<file path="config.mk">
export PLATFORM = sky130hd
export DESIGN_NAME = three_term_recurrence_byte_checksum
export DESIGN_NICKNAME = d
export VERILOG_FILES = /design/src/sv/ttrc_pkg.sv /design/src/sv/three_term_recurrence_byte_checksum.sv /design/src/sv/ttrc_term.sv
export SDC_FILE = /design/constraint.sdc
export NUM_CORES = 1
export LEC_CHECK = 0
export ABC_AREA = 1
export BUFFER_PORTS_ARGS = -buffer_cell sky130_fd_sc_hd__buf_2
export CAP_MARGIN = 25
export CORE_ASPECT_RATIO = 0.9
export CORE_MARGIN = 8
export CORE_UTILIZATION = 70
export CTS_CLUSTER_SIZE = 30
export DETAILED_ROUTE_END_ITERATION = 12
export PLACE_DENSITY_LB_ADDON = 0.25
export RECOVER_POWER = 100
export SYNTH_ARGS = -nofsm -noshare
export SYNTH_HDL_FRONTEND = slang
export SYNTH_SLANG_ARGS = --single-unit
</file>
<file path="constraint.sdc">
create_clock -name clk_i -period 29 [get_ports clk_i]
set_input_delay 8.7 -clock clk_i [delete_from_list [all_inputs] [get_ports clk_i]]
set_output_delay 8.7 -clock clk_i [all_outputs]
set_load 0.03 [all_outputs]
</file>
<file path="src/sv/ttrc_pkg.sv">
// shared types and constants of the three-term recurrence byte checksum
`default_nettype none

package ttrc_pkg;

  typedef logic [15:0] term_t;
  typedef logic [7:0]  byte_t;

  localparam logic [15:0] FirstOffset = 16'd7;
  localparam logic [7:0]  AlphaMul    = 8'd17;
  localparam logic [7:0]  BetaMul     = 8'd31;
  localparam logic [16:0] Modulus     = 17'd65535;
  localparam term_t       OlderInit   = 16'd1;
  localparam term_t       NewerInit   = 16'd0;

endpackage

`default_nettype wire

</file>
<file path="src/sv/three_term_recurrence_byte_checksum.sv">
// top level: input register, recurrence state and result register of the byte checksum
//
//   channel  dir  tdata (low bit up)     tuser/tlast
//   s_axis   in   data_byte[7:0]         tlast = last_byte
//   m_axis   out  checksum[15:0]         none
//
// one item per cycle unless the input register stalls; an item waits in the
// input register, where the recurrence term is formed from the state and
// updates it as the item leaves; the checksum is registered in the result
// register as its last item leaves; the input register stalls only when it
// holds a last item and the result register is full and not being taken
// reset (async, active low) empties both registers and restarts a message
`default_nettype none

module three_term_recurrence_byte_checksum import ttrc_pkg::*; (
  input  wire         clk_i,
  input  wire         rst_ni,
  input  wire         s_axis_tvalid_i,
  output logic        s_axis_tready_o,
  input  wire  [7:0]  s_axis_tdata_i,   // data_byte[7:0]
  input  wire         s_axis_tlast_i,
  output logic        m_axis_tvalid_o,
  input  wire         m_axis_tready_i,
  output logic [15:0] m_axis_tdata_o    // checksum[15:0]
);

  logic  in_valid_q, in_valid_d;
  byte_t in_byte_q;
  logic  in_last_q;
  logic  at_start_q, at_start_d;
  term_t older_q, older_d;
  term_t newer_q, newer_d;
  byte_t pos_q, pos_d;
  logic  out_valid_q, out_valid_d;
  term_t out_sum_q, out_sum_d;

  logic  out_free;
  logic  adv;
  term_t step_term;
  term_t result;

  ttrc_term u_term (
    .data_byte_i (in_byte_q),
    .idx_i       (pos_q),
    .newer_i     (newer_q),
    .older_i     (older_q),
    .term_o      (step_term)
  );

  always_comb begin
    out_free        = !out_valid_q || m_axis_tready_i;
    adv             = in_valid_q && (!in_last_q || out_free);
    s_axis_tready_o = !in_valid_q || adv;
    result          = at_start_q ? (16'(in_byte_q) + FirstOffset) : step_term;

    in_valid_d  = s_axis_tready_o ? s_axis_tvalid_i : in_valid_q;
    at_start_d  = at_start_q;
    older_d     = older_q;
    newer_d     = newer_q;
    pos_d       = pos_q;
    out_valid_d = out_valid_q && !m_axis_tready_i;
    out_sum_d   = out_sum_q;

    if (adv) begin
      if (in_last_q) begin
        at_start_d  = 1'b1;
        older_d     = OlderInit;
        newer_d     = NewerInit;
        pos_d       = '0;
        out_valid_d = 1'b1;
        out_sum_d   = result;
      end else begin
        at_start_d = 1'b0;
        older_d    = at_start_q ? OlderInit : newer_q;
        newer_d    = result;
        pos_d      = pos_q + 8'd1;
      end
    end
  end

  always_ff @(posedge clk_i or negedge rst_ni) begin
    if (!rst_ni) begin
      in_valid_q  <= 1'b0;
      at_start_q  <= 1'b1;
      older_q     <= OlderInit;
      newer_q     <= NewerInit;
      pos_q       <= '0;
      out_valid_q <= 1'b0;
    end else begin
      in_valid_q  <= in_valid_d;
      at_start_q  <= at_start_d;
      older_q     <= older_d;
      newer_q     <= newer_d;
      pos_q       <= pos_d;
      out_valid_q <= out_valid_d;
    end
  end

  always_ff @(posedge clk_i) begin
    if (s_axis_tvalid_i && s_axis_tready_o) begin
      in_byte_q <= s_axis_tdata_i;
      in_last_q <= s_axis_tlast_i;
    end
    out_sum_q <= out_sum_d;
  end

  assign m_axis_tvalid_o = out_valid_q;
  assign m_axis_tdata_o  = out_sum_q;

`ifndef ASSERT_OFF
  a_sum_below_modulus: assert property (@(posedge clk_i) disable iff (!rst_ni)
    out_valid_q |-> (out_sum_q != 16'hFFFF))
    else $error("checksum out of range");

  a_result_from_last: assert property (@(posedge clk_i) disable iff (!rst_ni)
    $rose(out_valid_q) |-> $past(adv && in_last_q))
    else $error("result without a last item");

  a_start_state_clean: assert property (@(posedge clk_i) disable iff (!rst_ni)
    at_start_q |-> (older_q == OlderInit && newer_q == NewerInit && pos_q == 8'd0))
    else $error("start state not cleared");

  a_held_item_kept: assert property (@(posedge clk_i) disable iff (!rst_ni)
    (in_valid_q && !adv) |=> (in_valid_q && $stable(in_byte_q) && $stable(in_last_q)))
    else $error("held item lost");
`endif

endmodule

`default_nettype wire

</file>
<file path="src/sv/ttrc_term.sv">
// next recurrence term: two narrow products, signed difference, fold modulo 65535
`default_nettype none

module ttrc_term import ttrc_pkg::*; (
  input  wire byte_t data_byte_i,
  input  wire byte_t idx_i,
  input  wire term_t newer_i,
  input  wire term_t older_i,
  output term_t      term_o
);

  byte_t       alpha;
  byte_t       beta;
  logic [8:0]  coeff;
  logic [24:0] pos;
  logic [24:0] neg;
  logic        non_neg;
  logic [24:0] mag;
  logic [16:0] fold;
  logic [15:0] mag_mod;
  logic [16:0] wrap;

  always_comb begin
    alpha   = 8'(idx_i * AlphaMul);
    beta    = 8'(idx_i * BetaMul);
    coeff   = {1'b0, data_byte_i} + {1'b0, alpha};
    pos     = 25'(coeff) * 25'(newer_i);
    neg     = 25'(beta) * 25'(older_i);
    non_neg = (pos >= neg);
    mag     = non_neg ? (pos - neg) : (neg - pos);
    // 2^16 is 1 mod 65535, so fold the high part onto the low part
    fold    = {1'b0, mag[15:0]} + 17'(mag[24:16]);
    mag_mod = (fold >= Modulus) ? 16'(fold - Modulus) : fold[15:0];
    // negative difference: 64-bit wrap leaves (1 - |d|) mod 65535
    wrap    = 17'd65536 - 17'(mag_mod);
    if (non_neg) begin
      term_o = mag_mod;
    end else begin
      term_o = (wrap >= Modulus) ? 16'(wrap - Modulus) : wrap[15:0];
    end
  end

endmodule

`default_nettype wire

</file>
# [Word-level counts from Yosys, hierarchy flattened]
# Cells that the tools add are included.
[word_totals] output_inout_bits=18 input_bits=13 reg_bits=68
[classes] mul=4 mux=12 add_sub_neg=9 reduce_logical=11 n_lt_le_gt_ge=3
[op_table] op="$mux W16" count=7
[op_table] op="$ge A17 B16 Y1 const B" count=2
[op_table] op="$sub A16 B16 Y16 const B" count=2
[op_table] op="$ge A25 B24 Y1" count=1
[op_table] op="$mul A9 B16 Y25" count=1
[op_table] op="$mux W25" count=1
[op_table] op="$sub A24 B25 Y25" count=1
[op_table] op="$sub A25 B24 Y25" count=1
[op_table] op="$mul A8 B16 Y24" count=1
[op_table] op="$add A16 B9 Y17" count=1
[op_table] op="$sub A17 B16 Y17 const A" count=1
[op_table] op="$mul A8 B5 Y8 const B" count=2
[op_table] op="$add A8 B3 Y9 const B" count=1
[op_table] op="$add A8 B8 Y9" count=1
[op_table] op="$add A8 B1 Y8 const B" count=1
[op_table] op="$mux W8" count=1
[op_table] op="$logic_not A1 Y1" count=4
[op_table] op="$logic_and A1 B1 Y1" count=3
[op_table] op="$logic_or A1 B1 Y1" count=3
[op_table] op="$mux W1" count=3
[op_table] op="$reduce_and A2 Y1" count=1

# [Longest topological paths before layout]
# Gate-level depths: netlist of run 1.
[depth] depth_word=14 depth_mapped=100

# [Hierarchy]
# Synthesis of run 1 repeated with hierarchy kept, for this count alone.
[hier_totals] cells_unflattened=2365 area_unflattened_um2=16615.9
[modules_own_cells] module="ttrc_term" area_each_um2=13743.2 cells_per_inst=2075 n_inst=1 seq_area_each_um2=0.0
[modules_own_cells] module="three_term_recurrence_byte_checksum" area_each_um2=2872.8 cells_per_inst=290 n_inst=1 seq_area_each_um2=1829.3

# [Least setup slack after synthesis of run 1]
# No wires, ideal clock.
[synth_timing] path_kind="in2out" startpoint="input m_axis_tready_i" endpoint="output s_axis_tready_o" path_stages=2 path_buffers=0 path_slack_ns=11.196 t_arrival_ns=9.104 path_cell_list="nor2_1 > nand3_1"
[synth_between] elab_chain_cells=4
[synth_lines] item="start, declared" line_no="three_term_recurrence_byte_checksum.sv:23" rtl="input wire m_axis_tready_i,"
[synth_lines] item="$logic_or A1 B1 Y1" line_no="three_term_recurrence_byte_checksum.sv:51" rtl="out_free = !out_valid_q || m_axis_tready_i;"
[synth_lines] item="$logic_or A1 B1 Y1" line_no="three_term_recurrence_byte_checksum.sv:52" rtl="adv = in_valid_q && (!in_last_q || out_free);"
[synth_lines] item="$logic_and A1 B1 Y1" line_no="three_term_recurrence_byte_checksum.sv:52"
[synth_lines] item="$logic_or A1 B1 Y1" line_no="three_term_recurrence_byte_checksum.sv:53" rtl="s_axis_tready_o = !in_valid_q || adv;"
[synth_lines] item="end, declared" line_no="three_term_recurrence_byte_checksum.sv:19" rtl="output logic s_axis_tready_o,"
# No other way between the ends.

# [Final worst setup path of run 1]
[layout_timing] startpoint="register pos_q[1]" endpoint="register out_sum_q[11], in the netlist m_axis_tdata_o[11], data pin"
[layout_between] elab_chain_cells=13 word_cells_on_any_way=19 cone_classes="add/sub: 7; mul: 4; order compare: 3; mux: 5"
[layout_lines] item="start, declared" line_no="three_term_recurrence_byte_checksum.sv:33" rtl="byte_t pos_q, pos_d;"
[layout_lines] item="start signal, assigned" line_no="three_term_recurrence_byte_checksum.sv:94" rtl="pos_q <= pos_d;"
[layout_lines] item="$mul A8 B5 Y8" line_no="ttrc_term.sv:24" rtl="alpha = 8'(idx_i * AlphaMul);"
[layout_lines] item="$add A8 B8 Y9" line_no="ttrc_term.sv:26" rtl="coeff = {1'b0, data_byte_i} + {1'b0, alpha};"
[layout_lines] item="$mul A9 B16 Y25" line_no="ttrc_term.sv:27" rtl="pos = 25'(coeff) * 25'(newer_i);"
[layout_lines] item="$sub A24 B25 Y25 (tied with other cells)" line_no="ttrc_term.sv:30" rtl="mag = non_neg ? (pos - neg) : (neg - pos);"
[layout_lines] item="$mux W25" line_no="ttrc_term.sv:30"
[layout_lines] item="$add A16 B9 Y17" line_no="ttrc_term.sv:32" rtl="fold = {1'b0, mag[15:0]} + 17'(mag[24:16]);"
[layout_lines] item="$sub A16 B16 Y16 or $ge A17 B16 Y1 (tied branches)" line_no="ttrc_term.sv:33" rtl="mag_mod = (fold >= Modulus) ? 16'(fold - Modulus) : fold[15:0];"
[layout_lines] item="$mux W16" line_no="ttrc_term.sv:33"
[layout_lines] item="$sub A17 B16 Y17" line_no="ttrc_term.sv:35" rtl="wrap = 17'd65536 - 17'(mag_mod);"
[layout_lines] item="$sub A16 B16 Y16 or $ge A17 B16 Y1 (tied branches)" line_no="ttrc_term.sv:39" rtl="term_o = (wrap >= Modulus) ? 16'(wrap - Modulus) : wrap[15:0];"
[layout_lines] item="$mux W16" line_no="ttrc_term.sv:39"
[layout_lines] item="$mux W16 (*)" line_no="ttrc_term.sv:36" rtl="if (non_neg) begin"
[layout_lines] item="$mux W16 (*)" line_no="three_term_recurrence_byte_checksum.sv:54" rtl="result = at_start_q ? (16'(in_byte_q) + FirstOffset) : step_term;"
[layout_lines] item="net result[11]" line_no="three_term_recurrence_byte_checksum.sv:40" rtl="term_t result;"
[layout_lines] item="end signal, assigned" line_no="three_term_recurrence_byte_checksum.sv:104" rtl="out_sum_q <= out_sum_d;"
[layout_lines] item="end, declared" line_no="three_term_recurrence_byte_checksum.sv:35" rtl="term_t out_sum_q, out_sum_d;"
# The timed path passes the listed nets; every way through them passes the cells marked *.
# A chain may end at the register's enable or synchronous reset.

==> flow_summary.json, run 1 <==
{
  "overflow": 0,
  "worstPathBufferInverterCount": 12,
  "path_max_fanout": 52,
  "antenna_cells": 0,
  "die_w_um": 178,
  "seqCellArea_um2": 1830,
  "start_util": 0.711,
  "core_um2": 23300,
  "post_cts_buffers": 0,
  "worstPathArrival_ns": 20.81,
  "io_pins": 31,
  "startpoint": "pos_q[1]$_DFFE_PN0P_",
  "violations": "capacitance limit, slew limit",
  "worstRegToRegCells": 89,
  "rsz0062_at_grt": "false",
  "path_delay_family": "simple AND/OR/NAND/NOR gates",
  "drt-pass1-iter-count": 6,
  "antenna_found_initial": 0,
  "synthesis.instances": 2322,
  "worstReg2RegStart": "pos_q[1]$_DFFE_PN0P_",
  "syn_nets": 2705,
  "ys_async_sr_fraction": 0.632,
  "worst_pin_slew_ns": 2.65,
  "finalNonFillerCells": 2616,
  "hold_end": "pos_q[7]$_DFFE_PN0P_",
  "first_global_vias": 14671,
  "antenna_left": 0,
  "drv_slew": 135,
  "final.period_utilization": 0.714,
  "htreeDepth": 3,
  "port_buffers": 30,
  "rows": 53,
  "placedCellCount": 2600,
  "grt_pass1_wl_um": 71900,
  "cts_root_buffer": "clkbuf_16",
  "yosysTopAreaCell": "fa_1",
  "dieArea_um2": 28800,
  "clk_latency_ns": 0.36,
  "relSlewSlack": -0.766,
  "vias": 14984,
  "slowest_stage": "clkinvlp_2",
  "synth_cell_types": 60,
  "wl_per_cell_um": 16.8,
  "dieHeight_um": 162,
  "initialDrtViolationCount": 1290,
  "outcome": "finished, violations left",
  "hold_class": "register to register",
  "min_from": "pos_q[7]$_DFFE_PN0P_",
  "multi_input_area_um2": 12300,
  "max_stage_delay_ns": 1.80,
  "ys_ff_latch": 68,
  "grt_use_total": 0.310,
  "wl_um": 43900,
  "area_growth_pct": 2.98,
  "clk_path_buf_depth": 2,
  "cap_viol_max_count": 3,
  "finalClockSkew_ns": 0.0138,
  "nNetsFinal": 2692,
  "r2r_slack_ns": 8.30,
  "seq_area_frac_synth": 0.110,
  "holdWs_ns": 0.582,
  "critPathRequiredTime_ns": 29.10,
  "critPathCaptureType": "register",
  "dominantRegCellSynth": "dfrtp_1",
  "final-hold-violation-count": 0,
  "cts_tree": "done",
  "crit_type": "register to register",
  "min_path_cells": 1,
  "drc": 0,
  "min_period_ns": 20.70,
  "grt_start_max_net_pins": 53,
  "synth.area.top_cells": "fa_1 (24%), ha_1 (13%), inv_1 (12%)",
  "drive_gt1_frac": 0.0471,
  "synth_warnings": 0,
  "place_congestion": 0.980,
  "viasPerCell": 5.73,
  "cp-start-kind": "register",
  "setup_violations": 0,
  "cts_buffers": 9,
  "r2r-end": "m_axis_tdata_o[11]$_DFFE_PP_",
  "path_clk_slew_ns": 0.06,
  "syn_area_per_cell_um2": 7.13,
  "tns_ns": 0,
  "fmax_mhz": 48.3,
  "cts_resized": 0,
  "hpwl_um": 36400,
  "n_fill_cell": 1894,
  "cts_sinks": 68,
  "cpMostUsedCell": "nand2_1",
  "cts_hold_buf": 0,
  "synth-edff-count": 25,
  "yosysTopAreaCellShare": 0.238,
  "syn_area_um2": 16600
}
[cell usage after synthesis, drive strengths merged (2+ instances only)]
master,number
o31ai,5
nand4,20
o21ai,86
a211oi,4
dfstp,2
o22ai,3
clkbuf,39
o21bai,12
xor2,62
mux2i,3
nand3,118
a31oi,3
fa,197
a21o,7
nand3b,4
o221ai,2
dfrtp,41
and2,4
a21boi,3
nor2,201
buf,20
or2,10
nand2,551
a21oi,127
nor3,11
ha,173
xnor2,27
inv,546
edfxtp,25
o21a,5
clkinv,2
[area by class of cell]
class | count | area share
multi-input cells | 1647 | 0.723
inverters | 548 | 0.121
flip-flops and latches | 68 | 0.107
well taps | 302 | 0.0222
clock buffers | 9 | 0.0132
repair buffers | 35 | 0.00917
clock inverters | 7 | 0.00477
[worst register-to-register path, delay by kind of cell (launching register included)]
family,cells,cell delay (ns)
flip-flops,1,0.53
AO/OA/AOI/OAI,13,1.99
XOR/XNOR,2,0.38
adder cells (fa/ha/maj),12,5.30
AND/OR/NAND/NOR,50,9.71
buffers and inverters,12,2.59
[state kept, by name, indices dropped and copies added (netlist names)]
signal / count
m_axis_tdata_o: 16
newer_q: 16
older_q: 16
in_byte_q: 8
pos_q: 8
at_start_q: 1
in_last_q: 1
in_valid_q: 1
m_axis_tvalid_o: 1
[kinds of logic (layout without fill, tap and decap cells)]
logic type,Yosys count,after routing,share of synthesized area
xor gates and xnor gates,89,89,0.0471
AOI/OAI and AO/OA,265,265,0.0907
and+or+nand+nor,920,920,0.240
adders and majority gates,370,370,0.369
muxes,3,3,0.00181
DFF,68,68,0.110
buffers and inverters,607,599,0.141
[worst max-delay path by stage]
stage	endpoint	slack [ns]	depth (start not counted)
2_1_floorplan	s_axis_tready_o	11.20	2
4_1_cts	s_axis_tready_o	11.01	4
3_5_place_dp	s_axis_tready_o	11.02	4
3_3_place_gp	s_axis_tready_o	11.04	4
5_1_grt	m_axis_tdata_o[13]$_DFFE_PP_	6.62	89
6_report	m_axis_tdata_o[11]$_DFFE_PP_	8.30	89
[layout by cell type (no fill, tap or decap), types with 3 or more instances in the layout]
cell type / count
inv_1: 533
nand2_1: 525
fa_1: 197
nor2_1: 183
ha_1: 173
a21oi_1: 127
nand3_1: 115
o21ai_0: 73
xor2_1: 62
dfrtp_1: 41
xnor2_1: 27
edfxtp_1: 25
nand2_2: 23
clkbuf_1: 21
nand4_1: 19
o21bai_1: 12
o21ai_1: 11
nor2_2: 11
nor3_1: 11
buf_2: 11
or2_2: 10
inv_2: 10
clkbuf_16: 9
a21o_1: 7
nor2_4: 7
o21a_1: 5
o31ai_1: 5
a211oi_1: 4
and2_1: 3
nand3b_1: 3
a31oi_1: 3
mux2i_1: 3
nand3_2: 3
clkinv_1: 3
nand2_4: 3
o22ai_1: 3
inv_6: 3
buf_4: 3
[metal layers]
layer	wire length (um)	GRT usage	vias up
met5	0	0	-
met2	20900	0.518	681
li1	-	-	7041
met4	1220	0.0916	0
met3	4040	0.0634	107
met1	17800	0.400	7155
[metrics by stage]
| stage | worst slack, ns | instance area [um^2] | utilization |
|---|---|---|---|
| 3_5_place_dp | 11.02 | 16900 | 0.724 |
| 5_1_grt | 6.62 | 17100 | 0.733 |
| 4_1_cts | 11.01 | 17200 | 0.737 |
| 6_report | 8.30 | 17100 | 0.733 |
| 2_1_floorplan | 11.20 | 16600 | - |
| 3_3_place_gp | 11.04 | 16900 | 0.724 |
Power of run 1 is left out: the tool's default activity adds up to more than one toggle a clock period on the data nets, which glitch-free logic cannot reach.
==> run 2: changes to the inputs <==
--- a/config.mk
+++ b/config.mk
@@ -10,7 +10,7 @@
 export CAP_MARGIN = 25
 export CORE_ASPECT_RATIO = 0.9
 export CORE_MARGIN = 8
-export CORE_UTILIZATION = 70
+export CORE_UTILIZATION = 67
 export CTS_CLUSTER_SIZE = 30
 export DETAILED_ROUTE_END_ITERATION = 12
 export PLACE_DENSITY_LB_ADDON = 0.25
==> constraint.sdc (replaced) <==
create_clock -name clk_i -period 19.1 [get_ports clk_i]
set_input_delay 5.73 -clock clk_i [delete_from_list [all_inputs] [get_ports clk_i]]
set_output_delay 5.73 -clock clk_i [all_outputs]
set_load 0.03 [all_outputs]
==> run 2 against run 1 <==
Net effect: the flow still finishes with violations (capacitance limit, slew limit); core utilization fell by 2.8 points; highest routed layer unchanged; largest cell class unchanged; first-iteration DRC count rose by 7.5%; maximum frequency rose by 23%; routed wire length rose by 5.4%; die area rose by 4.1%.
==> flow_summary.json, run 2 (synthesized netlist as in run 1, its figures left out) <==
{
  "initialDrtViolationCount": 1387,
  "hpwl_um": 38600,
  "dieHeight_um": 165,
  "viasPerCell": 5.66,
  "drt-pass1-iter-count": 6,
  "relSlewSlack": -0.412,
  "start_util": 0.683,
  "cts_root_buffer": "clkbuf_16",
  "drc": 0,
  "cap_viol_max_count": 1,
  "violations": "capacitance limit, slew limit",
  "crit_type": "register to register",
  "drive_gt1_frac": 0.0497,
  "slowest_stage": "ha_1",
  "vias": 14846,
  "rsz0062_at_grt": "false",
  "path_max_fanout": 52,
  "port_buffers": 30,
  "cts_tree": "done",
  "cts_resized": 0,
  "first_global_vias": 14899,
  "antenna_cells": 0,
  "finalNonFillerCells": 2623,
  "fmax_mhz": 59.6,
  "final_area_um2": 17100,
  "final_common_cell": "inv_1",
  "htreeDepth": 3,
  "setup_violations": 0,
  "die_w_um": 182,
  "place_congestion": 0.945,
  "cp-start-kind": "register",
  "finalClockSkew_ns": 0.00722,
  "grt_pass1_wl_um": 75200,
  "outcome": "finished, violations left",
  "multi_input_area_um2": 12400,
  "placedCellCount": 2605,
  "overflow": 0,
  "most-common-layout-cells": "inv_1 (534), nand2_1 (523), fa_1 (197)",
  "final-hold-violation-count": 0,
  "final.period_utilization": 0.879,
  "post_cts_buffers": 0,
  "io_pins": 31,
  "fin_util": 0.704,
  "drv_slew": 34,
  "path_clk_slew_ns": 0.06,
  "grt_use_total": 0.314,
  "max_stage_delay_ns": 0.83,
  "critPathCaptureType": "register",
  "wl_per_cell_um": 17.6,
  "critPathRequiredTime_ns": 19.21,
  "nNetsFinal": 2693,
  "n_fill_cell": 2075,
  "worstPathArrival_ns": 16.90,
  "antenna_found_initial": 0,
  "hold_class": "register to register",
  "placed_cell_area_um2": 16900,
  "area_growth_pct": 3.15,
  "cts_buffers": 9,
  "clk_path_buf_depth": 2,
  "antenna_left": 0,
  "rows": 54,
  "cpMostUsedCell": "nand2_1",
  "wl_um": 46300,
  "cts_hold_buf": 0,
  "cts_sinks": 68,
  "seqCellArea_um2": 1830,
  "clk_latency_ns": 0.35,
  "grt_start_max_net_pins": 53,
  "worst_pin_slew_ns": 2.12,
  "core_um2": 24300,
  "dieArea_um2": 30000,
  "min_period_ns": 16.79,
  "tns_ns": 0
}
[run 2: cell count changes in the layout (fill, tap and decap cells not counted), sizes merged]
cell	previous run	this run
clkbuf	30	34
clkinvlp	2	3
clkinv	5	4
bufinv	1	0
buf	14	12
[run 2: cell type report]
class                   instances  area share
clock buffers                  10      0.0134
multi-input cells            1647       0.724
flip-flops and latches         68       0.107
inverters                     548       0.121
repair buffers                 36     0.00967
well taps                     308      0.0226
clock inverters                 6     0.00242
[run 2: per-layer routing]
metal	wire length (um)	part of all wire	track usage	vias up
met4	1390	0.030	0.0983	0
li1	-	-	-	7013
met1	18900	0.41	0.400	7045
met5	0	0	0	-
met2	21800	0.47	0.534	660
met3	4150	0.090	0.0621	128
[run 2: worst paths after layout]
| check | from | end | slack [ns] | cells after the start |
|---|---|---|---|---|
| worst max-delay path | pos_q[0]$_DFFE_PN0P_ | m_axis_tdata_o[0]$_DFFE_PP_ | 2.31 | 83 |
| worst min-delay path | m_axis_tvalid_o$_DFF_PN0_ | m_axis_tvalid_o$_DFF_PN0_ | 0.58 | 2 |
| worst max register to register | pos_q[0]$_DFFE_PN0P_ | m_axis_tdata_o[0]$_DFFE_PP_ | 2.31 | 83 |
| worst min register to register | m_axis_tvalid_o$_DFF_PN0_ | m_axis_tvalid_o$_DFF_PN0_ | 0.58 | 2 |
| max in group asynchronous | rst_ni | older_q[9]$_DFFE_PN0P_ | 11.34 | 2 |
| min in group asynchronous | rst_ni | newer_q[5]$_DFFE_PN0P_ | 5.35 | 1 |
[run 2: critical path: cells and delay by family, from the launching register on]
kind	cells	cell delay [ns]
AOI/OAI and AO/OA	13	2.35
buffers and inverters	10	1.33
and+or+nand+nor	46	6.91
adders and majority gates	12	5.21
xor gates and xnor gates	2	0.34
DFF	1	0.36
[run 2: per-stage QoR]
step	setup WS [ns]	hold slack, ns
finish	2.31	0.581
global route	0.720	0.586
CTS	3.12	0.583
detailed placement	3.11	0.571
global placement	3.54	0.548
floorplan	5.12	0.493
Power of run 2 is left out for the same reason.
